File: src/hw/rtl/vrta_pkg.sv
package vrta_pkg;

    localparam int COORD_FRAC_BITS = 16;
    localparam int QUAT_FRAC_BITS  = 14;

    localparam logic [2:0] REG_QUAT_W   = 3'd0;
    localparam logic [2:0] REG_QUAT_X   = 3'd1;
    localparam logic [2:0] REG_QUAT_Y   = 3'd2;
    localparam logic [2:0] REG_QUAT_Z   = 3'd3;
    localparam logic [2:0] REG_OFFSET_X = 3'd4;
    localparam logic [2:0] REG_OFFSET_Y = 3'd5;
    localparam logic [2:0] REG_OFFSET_Z = 3'd6;

    localparam logic [1:0] KIND_VERTEX   = 2'd0;
    localparam logic [1:0] KIND_COLLIDER = 2'd1;
    localparam logic [1:0] KIND_BODY     = 2'd2;

    typedef enum logic [3:0] {
        ST_IDLE,
        ST_MAT,
        ST_MUL,
        ST_SUM,
        ST_ADD,
        ST_BOX,
        ST_OUT_VERT,
        ST_OUT_COLL,
        ST_OUT_BODY
    } vrta_state_t;

    typedef struct packed {
        logic       load;
        logic       mat;
        logic       mul;
        logic       sum;
        logic       add;
        logic       box;
        logic       show;
        logic [1:0] kind;
        logic       last;
    } vrta_cmd_t;

    typedef struct packed {
        logic lv;
        logic lc;
    } vrta_sts_t;

endpackage

File: src/hw/rtl/vrta_ctrl.sv
module vrta_ctrl
    import vrta_pkg::*;
(
    input  logic      clk,
    input  logic      rst_n,
    input  logic      in_valid,
    output logic      in_ready,
    input  logic      out_ready,
    output logic      out_valid,
    input  vrta_sts_t sts,
    output vrta_cmd_t cmd
);

    vrta_state_t state_reg;
    vrta_state_t state_next;

    always_ff @(posedge clk or negedge rst_n)
    begin
        if (!rst_n)
        begin
            state_reg <= ST_IDLE;
        end
        else
        begin
            state_reg <= state_next;
        end
    end

    always_comb
    begin
        state_next = state_reg;
        cmd        = '0;
        in_ready   = 1'b0;
        out_valid  = 1'b0;
        case (state_reg)
            ST_IDLE:
            begin
                in_ready = 1'b1;
                if (in_valid)
                begin
                    cmd.load   = 1'b1;
                    state_next = ST_MAT;
                end
            end
            ST_MAT:
            begin
                cmd.mat    = 1'b1;
                state_next = ST_MUL;
            end
            ST_MUL:
            begin
                cmd.mul    = 1'b1;
                state_next = ST_SUM;
            end
            ST_SUM:
            begin
                cmd.sum    = 1'b1;
                state_next = ST_ADD;
            end
            ST_ADD:
            begin
                cmd.add    = 1'b1;
                state_next = ST_BOX;
            end
            ST_BOX:
            begin
                cmd.box    = 1'b1;
                state_next = ST_OUT_VERT;
            end
            ST_OUT_VERT:
            begin
                out_valid = 1'b1;
                cmd.kind  = KIND_VERTEX;
                cmd.last  = !sts.lv;
                if (out_ready)
                begin
                    state_next = sts.lv ? ST_OUT_COLL : ST_IDLE;
                end
            end
            ST_OUT_COLL:
            begin
                out_valid = 1'b1;
                cmd.kind  = KIND_COLLIDER;
                cmd.last  = !sts.lc;
                if (out_ready)
                begin
                    state_next = sts.lc ? ST_OUT_BODY : ST_IDLE;
                end
            end
            ST_OUT_BODY:
            begin
                out_valid = 1'b1;
                cmd.kind  = KIND_BODY;
                cmd.last  = 1'b1;
                if (out_ready)
                begin
                    state_next = ST_IDLE;
                end
            end
            default:
            begin
                state_next = ST_IDLE;
            end
        endcase
        cmd.show = out_valid;
    end

endmodule

File: config.mk
export PLATFORM = sky130hd
export DESIGN_NAME = vrta_ctrl
export DESIGN_NICKNAME = d
export VERILOG_FILES = /design/src/hw/rtl/vrta_pkg.sv /design/src/hw/rtl/vrta_ctrl.sv
export SDC_FILE = /design/constraint.sdc
export NUM_CORES = 1
export LEC_CHECK = 0
export BUFFER_PORTS_ARGS = -buffer_cell sky130_fd_sc_hd__buf_2
export CELL_PAD_IN_SITES_DETAIL_PLACEMENT = 1
export CELL_PAD_IN_SITES_GLOBAL_PLACEMENT = 1
export CORE_AREA = 2 2 39 41
export DETAILED_ROUTE_END_ITERATION = 8
export DIE_AREA = 0 0 41 43
export PLACE_DENSITY = 0.78
export RECOVER_POWER = 50
export SETUP_SLACK_MARGIN = 0.02
export SLEW_MARGIN = 20
export SYNTH_ARGS = -nofsm -noshare
export SYNTH_HDL_FRONTEND = slang
export SYNTH_SLANG_ARGS = --single-unit
File: constraint.sdc
create_clock -name clk -period 3.5 [get_ports clk]
set_input_delay 0.7 -clock clk [delete_from_list [all_inputs] [get_ports clk]]
set_output_delay 0.7 -clock clk [all_outputs]
set_load 0.02 [all_outputs]
* Yosys cells after proc, flatten, opt, wreduce, memory -nomap -nowiden *
Index checks and enable logic that the tools add are counted.

cells by class
  reductions and logical operators = 5
  mux-type cells = 17
  equality and inequality tests = 12

operators with widths
  kind                count
  $pmux 4 s9          1
  $mux 4              5
  $eq 4x3->1 const B  4
  $mux 1              9
  $pmux 3 s3          1
  $eq 4x2->1 const B  2
  $ne 2x2->1 const B  4
  $eq 4x1->1 const B  1
  $eq 4x4->1 const B  1
  $logic_not 4->1     1
  $reduce_and 4->1    1
  $mux 3              1
  $reduce_or 3->1     1
  $logic_not 1->1     2

storage, ports and cells
  word-level logic and storage cells = 35
  bits in registers = 4
  input port bits = 6

* Longest topological paths before layout *
  word-level depth = 3
  depth in mapped cells = 5
  depth with buffers taken out = 3

* Worst setup path after synthesis *
OpenSTA, ideal clock, no wires.

  kind = register to output
  start = register state_reg[1]
  end = output cmd[3] (netlist name)
  stages on the path, launching flop included = 5
  data arrival time = 1.468 ns
  path slack = 1.332 ns
  path buffers = 1
  required time = 2.800 ns
  path through = dfrtp_1 -> nor4b_4 -> inv_1 -> o21ai_0 -> buf_4

on the way
  cells in the longest elaborated chain, start to end = 3
  elaborated cells on any way between the ends = 5
  classes of those cells = eq/ne (3); mux (1); reduce/logical (1)

RTL lines
  what                                      RTL line         source
  start, declared                           vrta_ctrl.sv:14  vrta_state_t state_reg;
  start signal, assigned                    vrta_ctrl.sv:25  state_reg <= state_next;
  $eq 4x4->1 or $eq 4x3->1 (tied branches)  vrta_ctrl.sv:35  case (state_reg)
  $reduce_or 3->1 (no line) (*)             --
  $mux 1 (*)                                vrta_ctrl.sv:35
  end, declared                             vrta_ctrl.sv:11  output vrta_cmd_t cmd

Mark *: on every way between the ends. The rest lies on a longest branch, timed or not.

==> impl_results.md <==
* Outcome: finished clean
* Ys async rst share at 100%
* DRC Markers at 0
* HPWL after detailed placement at 688 um
* Final RePlAce weighted congestion at 0.710
* Sw Pwr at ~0.23 mW
* Top-count cell post-synth: nor3_1
* Switching power share of the total at ~54%
* Combinational fraction of design power at a little over half
* Worst EP required at 2.80 ns
* Startpoint types: flip-flop
* Cell Area, Synth at 358 um2
* Largest net degree at the start of global routing at 15
* Hold Crit Class: in -> async
* Syn nets at 50
* Yosys top cell area share at around 28%
* Mux contribution to synthesized area at 0%
* RSZ-0062 raised after global routing: false
* Adder-cell share of the synthesized area at 0%
* Maximum clock insertion buffer count at 2
* Pleak at ~0.22 nW
* Max-cap viol count at 0
* Clock Skews at roughly 0.0015 ns
* Layout Nets at 67
* Synth warn at 0
* Io pins at 18
* Largest family of logic cells by synthesized area: simple AND/OR/NAND/NOR gates
* Worst Path Max Fanout at 13
* Cts repair resizes at 0
* Synth cell types at 23
* Clk sink count at 4
* Maximum VDD drop at 0.000317 V
* CTS clk-pin slew, worst paths at 0.04 ns
* Antenna Nets Post-Route at 0
* Vias in the first global route at 331
* Post-route clock period utilization at around 67%
* Setup Total Neg Slack at 0 ns
* CP Capture Type: output pin
* Area fraction in compound gates after synthesis at 20.6%
* CTS tree: built
* Detailed-route via count at between 300 and 400
* Clk pwr share at a little over an eighth
* Clock buffer count from CTS at 3
* Slew margin rel. at around 72%
* Starting Density at between 20% and 30%
* Synth top cells by count: nor3_1, dfrtp_1, inv_1
* Initial DRC Count at 1
* Final setup violation count at 0
* Syn_area_per_cell at around 8.1 um2
* Routed vias/inst at between 5 and 6
* Power consumption at 0.425 mW
* Share of post-route cells with drive strength above 1 at ~34%
* Register share of total power at roughly a third
* TritonRoute pass-1 iters at 2
* Synth Register Bits at 4
* Worst slew pin tran at between 0.4 and 0.5 ns
* Multi-input gate area at 175 um2
* Top post-synthesis cells by area: dfrtp_1, nor3_1, nor4b_4, buf_6, o22ai_1
* IO Port Bufs at 17
* Final WL at a little under 900 um
* Fin. Hold Viols at 0
* CTS root buffer: clkbuf_4
* Final-layout fill cell count at a little under 200
* Post-synth EDFFs at 0
* Critical Path AT at 1.65 ns
* Post-layout util at between 30% and 40%
* Rows at 14
* First-pass GRT wire length at roughly 1.4 mm
* Sequential share of the synthesized area at around 28%
* GRT Util Overall at a little under an eighth
* Highest Clock Rate at 425 MHz
* Die height at between 40 and 50 um
* Die Footprint at 1760 um2
* Final Slew Violations at 0
* Simple-gate area share of the yosys netlist at roughly 34%
* R2R cell count at 3
* Register Area at around 100 um2
* WS Path Type: reg -> out
* Prevailing post-synth register cell: dfrtp_1
* Post-CTS Setup Bufs at 0
* Max reg flops at 4
* Post-Syn Instances at between 40 and 50
* Initial antenna violation count at 0
* Core ar. at 1380 um2
* Drt wl/cell at between 10 and 15 um
* CTS Hold Bufs at 0
* Internal Power at slightly below 0.2 mW
* Area Growth Syn to Fin at 17.5%
* H-tree levels at 1
* Ant diodes at 0
* Later-pin clock latency in the skew report at about 0.24 ns
* Die Width at 41 um
* Synth area leader: dfrtp_1
* XOR/XNOR Fraction of Synth Area at 0%
* Grt total ovfl at 0
* Pwr Density at slightly above 1000 nW/um2
* Post-route minimum period at between 2 and 2.5 ns
-- power by group through the flow --
stage	logic [mW]	clock network (mW)	registers (mW)
2_1_floorplan	0.246	0	0.0940
3_3_place_gp	0.234	0	0.144
3_5_place_dp	0.241	0	0.146
4_1_cts	0.241	0.0586	0.146
6_report	0.233	0.0583	0.134
5_1_grt	0.259	0.0632	0.143
-- routing by layer --
| metal | up-vias | global-route usage [%] | share of wire, % |
|---|---|---|---|
| met4 | 0 | 8.00 | 0 |
| met1 | 182 | 14.3 | 40 |
| met2 | 14 | 16.6 | 51 |
| li1 | 188 | - | - |
| met5 | - | 0 | 0 |
| met3 | 0 | 3.14 | 8.3 |
-- kinds of logic after synthesis --
logic type             after synthesis
AND/OR/NAND/NOR                     19
buffers and inverters               10
AO/OA/AOI/OAI                       11
flip-flops                           4
-- worst max-delay path: stages, from the launching register on --
cell and delay [ns]:
dfrtp_1 0.52, nor4b_1 0.45, inv_1 0.11, o21ai_0 0.12, buf_2 0.21
-- through the flow --
step | hold slack (ns) | worst slack [ns] | std cells | cell area (um2)
final | 0.280 | 1.15 | 75 | 420
after CTS | 0.260 | 1.19 | 75 | 443
after floorplan | 0.404 | 1.33 | 44 | 358
after global placement | 0.506 | 1.46 | 72 | 420
after detailed placement | 0.508 | 1.47 | 72 | 420
after global routing | 0.281 | 1.01 | 75 | 420
-- final cells by class --
type,instances,share of cell area [%]
repair buffers,17,19.9
flip-flops and latches,4,23.8
well taps,16,4.76
inverters,5,4.46
clock buffers,3,5.36
multi-input cells,30,41.7
-- cell usage in the layout (no fill, tap or decap), types with 2 or more instances in the layout --
cell type,instances
nor3_1,6
nor4_1,2
o22ai_1,3
buf_2,16
nand2_1,3
dfrtp_1,4
a21oi_1,3
clkbuf_4,3
nor2_1,2
o21ai_0,2
inv_1,4
-- path summary, 6_finish.rpt --
check,start,end,slack (ns)
worst max-delay path,state_reg[1],cmd[3],1.15
worst min-delay path,rst_n,state_reg[0],0.28
worst max register to register,state_reg[1],state_reg[3],2.14
worst min register to register,state_reg[3],state_reg[2],0.65
max in group asynchronous,rst_n,state_reg[3],3.04
min in group clk,state_reg[3],state_reg[2],0.65
Power figures use the tool's default switching activity.
